===== src/hdl/mxbh_pkg.sv =====
// Shared types and constants of the block hash unit.
package mxbh_pkg;

  localparam int QDEPTH = 4;
  localparam int QPTR_W = $clog2(QDEPTH);
  localparam int QFILL_W = QPTR_W + 1;
  localparam int BLOCK_BYTES = 8;

  // One classified block as it waits between the front and back parts.
  typedef struct packed {
    logic [31:0] t_inv;    // complement of the low word
    logic [31:0] t_sum;    // low word plus the block's byte position
    logic [15:0] h;        // xor of the two upper halves
    logic        has_term; // at least one valid byte
    logic        last;     // final block of the message
    logic [31:0] length;   // message length so far, modulo 2^32
  } entry_t;

  // Occupancy flags of the block queue.
  typedef struct packed {
    logic full;
    logic empty;
  } queue_status_t;

endpackage


===== src/hdl/mxbh_front.sv =====
// Front part: accepts blocks, masks missing bytes and tracks the byte position.
module mxbh_front (
  input  logic             clk,
  input  logic             rst,
  input  logic             block_valid,
  output logic             block_ready,
  input  logic [63:0]      block_data,
  input  logic [3:0]       byte_count,
  input  logic             last_block,
  input  mxbh_pkg::queue_status_t q_status,
  output logic             q_push,
  output mxbh_pkg::entry_t q_entry
);
  import mxbh_pkg::*;

  logic [31:0] byte_offset;
  logic [31:0] byte_offset_next;
  logic [3:0]  count_clamped;
  logic [63:0] data_masked;
  logic [31:0] length_now;

  // A count above eight means a full block.
  assign count_clamped = byte_count[3] ? 4'(BLOCK_BYTES) : byte_count;

  // Bytes beyond the valid count read as zero.
  always_comb begin
    for (int i = 0; i < BLOCK_BYTES; i++) begin
      data_masked[i*8 +: 8] = (4'(i) < count_clamped) ? block_data[i*8 +: 8] : 8'h00;
    end
  end

  assign length_now  = byte_offset + {28'd0, count_clamped};
  assign block_ready = !q_status.full;
  assign q_push      = block_valid && block_ready;

  // Build the queue entry for the back part.
  always_comb begin
    q_entry.t_inv    = ~data_masked[31:0];
    q_entry.t_sum    = data_masked[31:0] + byte_offset;
    q_entry.h        = data_masked[47:32] ^ data_masked[63:48];
    q_entry.has_term = (count_clamped != 4'd0);
    q_entry.last     = last_block;
    q_entry.length   = length_now;
  end

  // The position restarts after the last block of a message.
  always_comb begin
    byte_offset_next = byte_offset;
    if (q_push) begin
      byte_offset_next = last_block ? 32'd0 : length_now;
    end
  end

  always_ff @(posedge clk) begin
    if (rst) begin
      byte_offset <= 32'd0;
    end else begin
      byte_offset <= byte_offset_next;
    end
  end

endmodule


===== src/hdl/mxbh_queue.sv =====
// Short queue of classified blocks between the front and back parts.
module mxbh_queue (
  input  logic             clk,
  input  logic             rst,
  input  logic             push,
  input  mxbh_pkg::entry_t push_entry,
  input  logic             pop,
  output mxbh_pkg::entry_t head_entry,
  output mxbh_pkg::queue_status_t status
);
  import mxbh_pkg::*;

  entry_t             mem [QDEPTH];
  logic [QPTR_W-1:0]  wr_ptr;
  logic [QPTR_W-1:0]  rd_ptr;
  logic [QFILL_W-1:0] fill;
  logic               do_push;
  logic               do_pop;

  assign status.full  = (fill == QFILL_W'(QDEPTH));
  assign status.empty = (fill == '0);
  assign do_push      = push && !status.full;
  assign do_pop       = pop && !status.empty;
  assign head_entry   = mem[rd_ptr];

  // Entry storage.
  always_ff @(posedge clk) begin
    if (do_push) begin
      mem[wr_ptr] <= push_entry;
    end
  end

  // Pointers and fill level.
  always_ff @(posedge clk) begin
    if (rst) begin
      wr_ptr <= '0;
      rd_ptr <= '0;
      fill   <= '0;
    end else begin
      if (do_push) begin
        wr_ptr <= wr_ptr + QPTR_W'(1);
      end
      if (do_pop) begin
        rd_ptr <= rd_ptr + QPTR_W'(1);
      end
      case ({do_push, do_pop})
        2'b10:   fill <= fill + QFILL_W'(1);
        2'b01:   fill <= fill - QFILL_W'(1);
        default: fill <= fill;
      endcase
    end
  end

endmodule


===== src/hdl/mxbh_back.sv =====
// Back part: multiplies, accumulates the block terms and holds the result.
module mxbh_back (
  input  logic             clk,
  input  logic             rst,
  input  mxbh_pkg::queue_status_t q_status,
  input  mxbh_pkg::entry_t head_entry,
  output logic             q_pop,
  output logic             hash_valid,
  input  logic             hash_ready,
  output logic [31:0]      hash_value
);
  import mxbh_pkg::*;

  // Product stage.
  logic        prod_valid;
  logic [31:0] prod_p;
  logic [31:0] prod_q;
  logic        prod_has_term;
  logic        prod_last;
  logic [31:0] prod_length;

  logic [31:0] running_xor;
  logic [31:0] running_xor_next;
  logic [31:0] term;
  logic        advance;
  logic        load_prod;
  logic [31:0] h_ext;
  logic [31:0] h_inv_ext;

  assign h_ext     = {{16{head_entry.h[15]}}, head_entry.h};
  assign h_inv_ext = {{16{~head_entry.h[15]}}, ~head_entry.h};

  // The product stage moves on unless a result would overrun a waiting one.
  assign advance   = prod_valid && (!prod_last || !hash_valid || hash_ready);
  assign load_prod = !prod_valid || advance;
  assign q_pop     = load_prod && !q_status.empty;

  assign term = prod_has_term ? (prod_p ^ prod_q) : 32'd0;

  // The running value clears once a message is finished.
  always_comb begin
    running_xor_next = running_xor;
    if (advance) begin
      running_xor_next = prod_last ? 32'd0 : (running_xor ^ term);
    end
  end

  // Product registers.
  always_ff @(posedge clk) begin
    if (q_pop) begin
      prod_p        <= 32'(head_entry.t_inv * h_ext);
      prod_q        <= 32'(head_entry.t_sum * h_inv_ext);
      prod_has_term <= head_entry.has_term;
      prod_last     <= head_entry.last;
      prod_length   <= head_entry.length;
    end
  end

  // Result register.
  always_ff @(posedge clk) begin
    if (advance && prod_last) begin
      hash_value <= running_xor ^ term ^ prod_length;
    end
  end

  // Control state.
  always_ff @(posedge clk) begin
    if (rst) begin
      prod_valid  <= 1'b0;
      hash_valid  <= 1'b0;
      running_xor <= 32'd0;
    end else begin
      if (load_prod) begin
        prod_valid <= !q_status.empty;
      end
      if (advance && prod_last) begin
        hash_valid <= 1'b1;
      end else if (hash_ready) begin
        hash_valid <= 1'b0;
      end
      running_xor <= running_xor_next;
    end
  end

endmodule


===== src/hdl/multiply_xor_block_hash32_unit.sv =====
// A last block passes the queue, the product and the result registers to reach hash_valid.
// Throughput: one 8-byte block per cycle while block_ready, set by the single product stage.
// A four-entry queue lets the front keep taking blocks while a result waits to be taken.
// Reset (rst, synchronous, active high) empties the queue, drops any pending result
// and clears the running xor and byte position.
module multiply_xor_block_hash32_unit (
  input  logic        clk,
  input  logic        rst,
  input  logic        block_valid,
  output logic        block_ready,
  input  logic [63:0] block_data,
  input  logic [3:0]  byte_count,
  input  logic        last_block,
  output logic        hash_valid,
  input  logic        hash_ready,
  output logic [31:0] hash_value
);
  import mxbh_pkg::*;

  queue_status_t q_status;
  entry_t        push_entry;
  entry_t        head_entry;
  logic          q_push;
  logic          q_pop;

  mxbh_front u_front (
    .clk         (clk),
    .rst         (rst),
    .block_valid (block_valid),
    .block_ready (block_ready),
    .block_data  (block_data),
    .byte_count  (byte_count),
    .last_block  (last_block),
    .q_status    (q_status),
    .q_push      (q_push),
    .q_entry     (push_entry)
  );

  mxbh_queue u_queue (
    .clk        (clk),
    .rst        (rst),
    .push       (q_push),
    .push_entry (push_entry),
    .pop        (q_pop),
    .head_entry (head_entry),
    .status     (q_status)
  );

  mxbh_back u_back (
    .clk        (clk),
    .rst        (rst),
    .q_status   (q_status),
    .head_entry (head_entry),
    .q_pop      (q_pop),
    .hash_valid (hash_valid),
    .hash_ready (hash_ready),
    .hash_value (hash_value)
  );

endmodule


===== config.mk =====
export PLATFORM = sky130hd
export DESIGN_NAME = multiply_xor_block_hash32_unit
export DESIGN_NICKNAME = d
export VERILOG_FILES = /design/src/hdl/mxbh_pkg.sv /design/src/hdl/mxbh_front.sv /design/src/hdl/mxbh_queue.sv /design/src/hdl/mxbh_back.sv /design/src/hdl/multiply_xor_block_hash32_unit.sv
export SDC_FILE = /design/constraint.sdc
export NUM_CORES = 2
export LEC_CHECK = 0
export BUFFER_PORTS_ARGS = -buffer_cell sky130_fd_sc_hd__buf_4
export CAP_MARGIN = 20
export CORE_ASPECT_RATIO = 0.8
export CORE_MARGIN = 4
export CORE_UTILIZATION = 50
export DETAILED_ROUTE_END_ITERATION = 7
export GPL_TIMING_DRIVEN = 0
export PLACE_DENSITY = 0.66
export SYNTH_ARGS = -nofsm -noshare
export SYNTH_HDL_FRONTEND = slang
export SYNTH_HIERARCHICAL = 1
export SYNTH_SLANG_ARGS = --single-unit

===== constraint.sdc =====
create_clock -name clk -period 11.05 [get_ports clk]
set_input_delay 0.5525 -clock clk [delete_from_list [all_inputs] [get_ports clk]]
set_output_delay 0.5525 -clock clk [all_outputs]
set_load 0.02 [all_outputs]

### Word-level counts from Yosys, hierarchy flattened

Memory sizes are Yosys's and may differ from the RTL's. A register that Yosys moved wholly into a read port is not among the register bits.
Index checks and enable logic that the tools add are counted.
W data, S select, Z words.

| cells by class | value |
|---|---|
| reduce and logical (&&, ||, !) cells | 18 |
| equal/unequal tests | 3 |
| multiplexer cells | 19 |
| bitwise operators | 7 |
| $add $sub $neg | 6 |
| $lt $le $gt $ge | 8 |
| multipliers | 2 |

Operators with widths:

| cell | number |
|---|---|
| $mux W32 | 3 |
| $xor A32 B32 Y32 | 3 |
| $mux W8 | 8 |
| $add A32 B32 Y32 | 1 |
| $add A32 B4 Y32 | 1 |
| $mul A32 B16 Y32 | 1 |
| $mul A32 B17 Y32 | 1 |
| $not A32 Y32 | 1 |
| $lt A3 B4 Y1 const A | 4 |
| $not A16 Y16 | 1 |
| $xor A16 B16 Y16 | 1 |
| $lt A1 B4 Y1 const A | 2 |
| $lt A2 B4 Y1 const A | 2 |
| $logic_and A1 B1 Y1 | 6 |
| $pmux W3 S2 | 1 |
| $logic_not A1 Y1 | 5 |
| $add A2 B1 Y2 const B | 2 |
| $mux W1 | 4 |
| $mux W2 | 2 |
| $mux W4 | 1 |
| $reduce_bool A2 Y1 | 2 |
| $reduce_bool A4 Y1 | 1 |
| $add A3 B1 Y3 const B | 1 |
| $eq A3 B3 Y1 const B | 1 |
| 6 further kinds | 8 |

| storage, ports and cells | value |
|---|---|
| bits of input ports | 73 |
| bits in registers | 203 |
| memories | 1 |
| logic and storage cells | 77 |
| memory bits (writable) | 456 |
| output and inout port bits | 34 |

Memories:

| memory | depth | width | read ports | clocked after Yosys merged registers in | wr ports | RTL line | RTL |
|---|---|---|---|---|---|---|---|
| u_queue.mem | 4 | 114 | 1 | 1 | 1 | mxbh_queue.sv:13 | `entry_t mem [QDEPTH];` |

### Longest topological paths before layout

| depth | value |
|---|---|
| depth in word-level cells | 9 |
| gate-level depth with buffers | 28 |
| mapped depth without buffers | 24 |

### By module

The synthesis kept the hierarchy.

By module, submodules not included:

| module | cells an instance | seq. area each (um^2) | area each (um^2) | instances |
|---|---|---|---|---|
| mxbh_back | 3317 | 4584.4 | 31213.7 | 1 |
| mxbh_queue | 650 | 13873.3 | 16931.2 | 1 |
| mxbh_front | 737 | 640.6 | 5051.1 | 1 |

### Worst setup path before layout

OpenSTA, ideal clock, no wires.

| timing | value |
|---|---|
| path type | reg-to-reg |
| from | register u_back.prod_last |
| to | register u_queue.fill[2] |
| clock period less this slack | 8.179 ns |
| cell stages (with the launch flop) | 12 |
| path buffers | 2 |
| data arrival time | 8.109 ns |
| required time | 10.980 ns |
| path slack | 2.871 ns |
| library setup time | 0.070 ns |
| path through | edfxtp_1 > clkbuf_1 > clkbuf_1 > a31oi_1 > o31ai_1 > inv_1 > ha_1 > inv_1 > fa_1 > xor2_1 > or3_1 > a21oi_1 |

| between the ends | value |
|---|---|
| word-level cells in the longest chain between the ends | 9 |
| elaborated cells between the ends (all ways) | 11 |

RTL lines:

| item | RTL line | RTL |
|---|---|---|
| start, declared | mxbh_back.sv:19 | `logic prod_last;` |
| start signal, assigned | mxbh_back.sv:54 | `prod_last <= head_entry.last;` |
| $logic_not A1 Y1 * | mxbh_back.sv:34 | `assign advance = prod_valid && (!prod_last \|\| !hash_valid \|\| hash_ready);` |
| $logic_or A1 B1 Y1 * (2 in a row) | mxbh_back.sv:34 |  |
| $logic_and A1 B1 Y1 * | mxbh_back.sv:34 |  |
| $logic_or A1 B1 Y1 * | mxbh_back.sv:35 | `assign load_prod = !prod_valid \|\| advance;` |
| $logic_and A1 B1 Y1 * | mxbh_back.sv:36 | `assign q_pop = load_prod && !q_status.empty;` |
| via q_pop | multiply_xor_block_hash32_unit.sv:24 | `logic q_pop;` |
| $logic_and A1 B1 Y1 * | mxbh_queue.sv:23 | `assign do_pop = pop && !status.empty;` |
| via u_queue.do_pop | mxbh_queue.sv:18 | `logic do_pop;` |
| $eq A2 B1 Y1 or $eq A2 B2 Y1 (tied branches) | mxbh_queue.sv:46 | `case ({do_push, do_pop})` |
| $pmux W3 S2 or $reduce_bool A2 Y1 (tied branches) | -- |  |
| end signal, assigned | mxbh_queue.sv:47 | `2'b10: fill <= fill + QFILL_W'(1);` |
| end signal, assigned | mxbh_queue.sv:48 | `2'b01: fill <= fill - QFILL_W'(1);` |
| end signal, assigned | mxbh_queue.sv:49 | `default: fill <= fill;` |
| end, declared | mxbh_queue.sv:16 | `logic [QFILL_W-1:0] fill;` |

The timed path passes the listed nets; every way through them passes the cells marked *.
A chain may end at the register's enable or synchronous reset.

==> metrics.md <==
| Metric | Value |
|---|---|
| Status | `finished, final reports clean` |
| DRC | `0` |
| Slew Viols, Final | `0` |
| Synth warn | `6` |
| Final Hold Fails | `0` |
| FFs w/ async S/R, synth | `0%` |
| Post-route insts no fill | `6,346` |
| Antenna-violating nets left | `0` |
| Port bufs | `101` |
| Gpl congestion | `0.938` |
| Core footprint | `105,000 sq um` |
| Final setup fails | `0` |
| Worst-margin pin slew | `1.14 ns` |
| CTS tree | `built` |
| Setup crit end | `u_back/prod_p[31]` |
| Maximum clock rate | `105 MHz` |
| Fin crit share | `86.1%` |
| I/O pin cnt | `107` |
| Starting density of the core | `50.6%` |
| Worst hold-check path type | `in2reg` |
| Netlist cell types | `88` |
| Routed vias | `34,900` |
| Clock root buffer | `clkbuf_16` |
| Routed wire per std cell | `22.7 um` |
| Max FO, Critical Path | `10` |
| Sequential area share after synthesis | `35.9%` |
| CTS resizes | `0` |
| Final WL | `144,000 um` |
| Crit end category | `flop` |
| Proportion of layout cells with a drive suffix above 1 | `8.14%` |
| Final nets | `5,797` |
| HPWL Detailed | `114,000 um` |
| Gate Count Post-Synth | `4,704` |
| Max Root-Sink Buffers | `3` |
| Number of synthesized flops with an enable pin | `586` |
| Most frequent cells in the layout | `848 x inv_1, 626 x fa_1, 586 x edfxtp_1` |
| Fin Hold WS | `0.129 ns` |
| H-tree depth | `2` |
| Synthesized cell area | `53,200 sq um` |
| Maximum capacitance violations | `0` |
| Leading cell type in the layout, fill and taps excluded | `inv_1` |
| Post-Place Cells | `6,226` |
| DIE WIDTH | `373 um` |
| Total track usage | `25.9%` |
| Design area | `58,300 sq um` |
| Clock latency on the worst-skew pair | `0.66 ns` |
| Worst r2r dst | `u_back/prod_p[31]` |
| Syn nets | `5,615` |
| Critical path class | `reg2reg` |
| Die Span Y | `300 um` |
| CTS buffer count | `61` |
| Clock sink count | `661` |
| Clk pin slew, worst setup/hold paths | `0.07 ns` |
| Post-CTS Setup Bufs | `0` |
| First-pass GRT wire length | `218,000 um` |
| Final setup TNS | `0 ns` |
| Initial antenna violation count | `14` |
| Setup Skew | `0.0474 ns` |
| Via density | `5.50` |
| Die area | `112,000 sq um` |
| Reg2Reg Setup Slack | `1.54 ns` |
| Worst EP required | `11.43 ns` |
| Syn_area_per_cell | `11.3 sq um` |
| CP max-delay cell | `clkbuf_1` |
| Setup repair after global routing missed its margin | `no` |
| Largest net degree at the start of global routing | `55` |
| Synth Flop Type | `edfxtp_1` |
| CTS Hold Bufs | `0` |
| Path depth of the worst reg2reg path | `26` |
| Final min period | `9.51 ns` |
| CP peak stage delay | `0.80 ns` |
| GR Overflow Total | `0` |
| Initial DRC count | `3,719` |
| Most frequent CP cell | `fa_1` |
| Placed Area | `56,100 sq um` |
| Arrival @ worst endpoint | `9.90 ns` |
| Startpoint types | `flop` |
| 1st-pass router iterations | `6` |
| Vias in the first global route | `35,000` |
| Max transition margin | `23.9%` |
| Area Overhead vs Synth | `9.57%` |
| Row count | `106` |
| Synthesized flop and latch total | `661` |
[synth_stat cells (9+ instances only)]
master    number  area, sq um
o211ai_1       9         67.6
or3_1         11         68.8
a21oi_1      127          636
xnor2_1      170         1490
edfxtp_1     586        17600
o21a_1        10         75.1
a31oi_1       15         93.8
a22oi_1       22          165
inv_1        848         3180
clkbuf_1     180          676
nor2b_1      211         1320
o21ai_0      116          581
and2_1       180         1130
dfxtp_1       75         1500
a21o_1        21          158
fa_1         626        12500
ha_1         212         2650
nand2_1      356         1340
mux4_2       114         2570
a21boi_0       9         67.6
nor2_1       157          589
nor3_1        49          245
and3_1        20          125
nand3_1       34          170
nand2b_1     209         1310
xor2_1       130         1140
or2_2         11         68.8
buf_1         14         52.6
o21bai_1      12         90.1
a22o_1        16          140
buf_2         19         95.1
[worst min-delay path by stage]
stage | start | to | cells after the start
2_1_floorplan | u_queue/rd_ptr[1] | flop | 2
3_3_place_gp | u_queue/rd_ptr[1] | u_queue/rd_ptr[1] | 2
3_5_place_dp | u_queue/rd_ptr[1] | u_queue/rd_ptr[1] | 2
4_1_cts | rst | u_front/byte_offset[9] | 2
5_1_grt | rst | u_front/byte_offset[9] | 2
6_report | rst | u_front/byte_offset[9] | 2
[registers in the layout, summed over array words and instances (netlist names), named ones only]
name	cells
u_queue/mem	456
u_queue/wr_ptr	2
u_back/prod_valid	1
u_back/prod_p	32
u_back/running_xor	32
u_back/prod_has_term	1
u_queue/fill	3
u_back/hash_valid	1
u_back/prod_length	32
u_back/hash_value	32
u_front/byte_offset	32
u_back/prod_last	1
u_back/prod_q	32
u_queue/rd_ptr	2
[cell families (layout without fill, tap and decap cells)]
| kind of cell | Yosys count | count (layout) | share of synthesized area, % |
|---|---|---|---|
| AND/OR/NAND/NOR | 1263 | 1263 | 12.3 |
| adder cells (fa/ha/maj) | 844 | 844 | 28.7 |
| AO/OA/AOI/OAI | 446 | 446 | 5.48 |
| flip-flops | 661 | 661 | 35.9 |
| multiplexers | 116 | 116 | 4.86 |
| XOR/XNOR | 300 | 300 | 4.94 |
| other | 0 | 5 | 0 |
| buffers and inverters | 1074 | 1307 | 7.82 |
[layout make-up]
cell class / instances / area, sq um
Fill cell: 8962 / 46800
Buffer: 224 / 970
Clock inverter: 36 / 464
Timing Repair Buffer: 119 / 1160
Tap cell: 1404 / 1760
Inverter: 850 / 3190
Sequential cell: 661 / 19100
Clock buffer: 78 / 1670
Multi-Input combinational cell: 2969 / 30000
Antenna cell: 5 / 12.5
[per-layer routing]
metal	up-vias	GRT usage, %	part of all wire [%]
li1	15500	-	-
met1	17600	38.3	44
met2	1517	37.2	42
met3	263	7.10	11
met4	8	8.59	3.8
met5	-	0	0.031
[worst max-delay path, delay by kind of cell (launching register included)]
kind            cells  cell delay, ns
flops               1            0.31
compound gates      7            2.42
simple gates        1            0.26
fa+ha+maj           7            3.13
buf+inv             9            2.74
xor+xnor            1            0.12
mux                 1            0.23
[metrics by stage]
step	util, %	worst slack (ns)
detailed placement	53.4	1.58
CTS	55.5	1.52
global placement	53.0	-1.16
floorplan	-	2.87
global route	55.5	1.17
finish	55.5	1.54
Power is not shown: default switching activity piles up to over one toggle a cycle in this logic, so the estimate is an artifact.
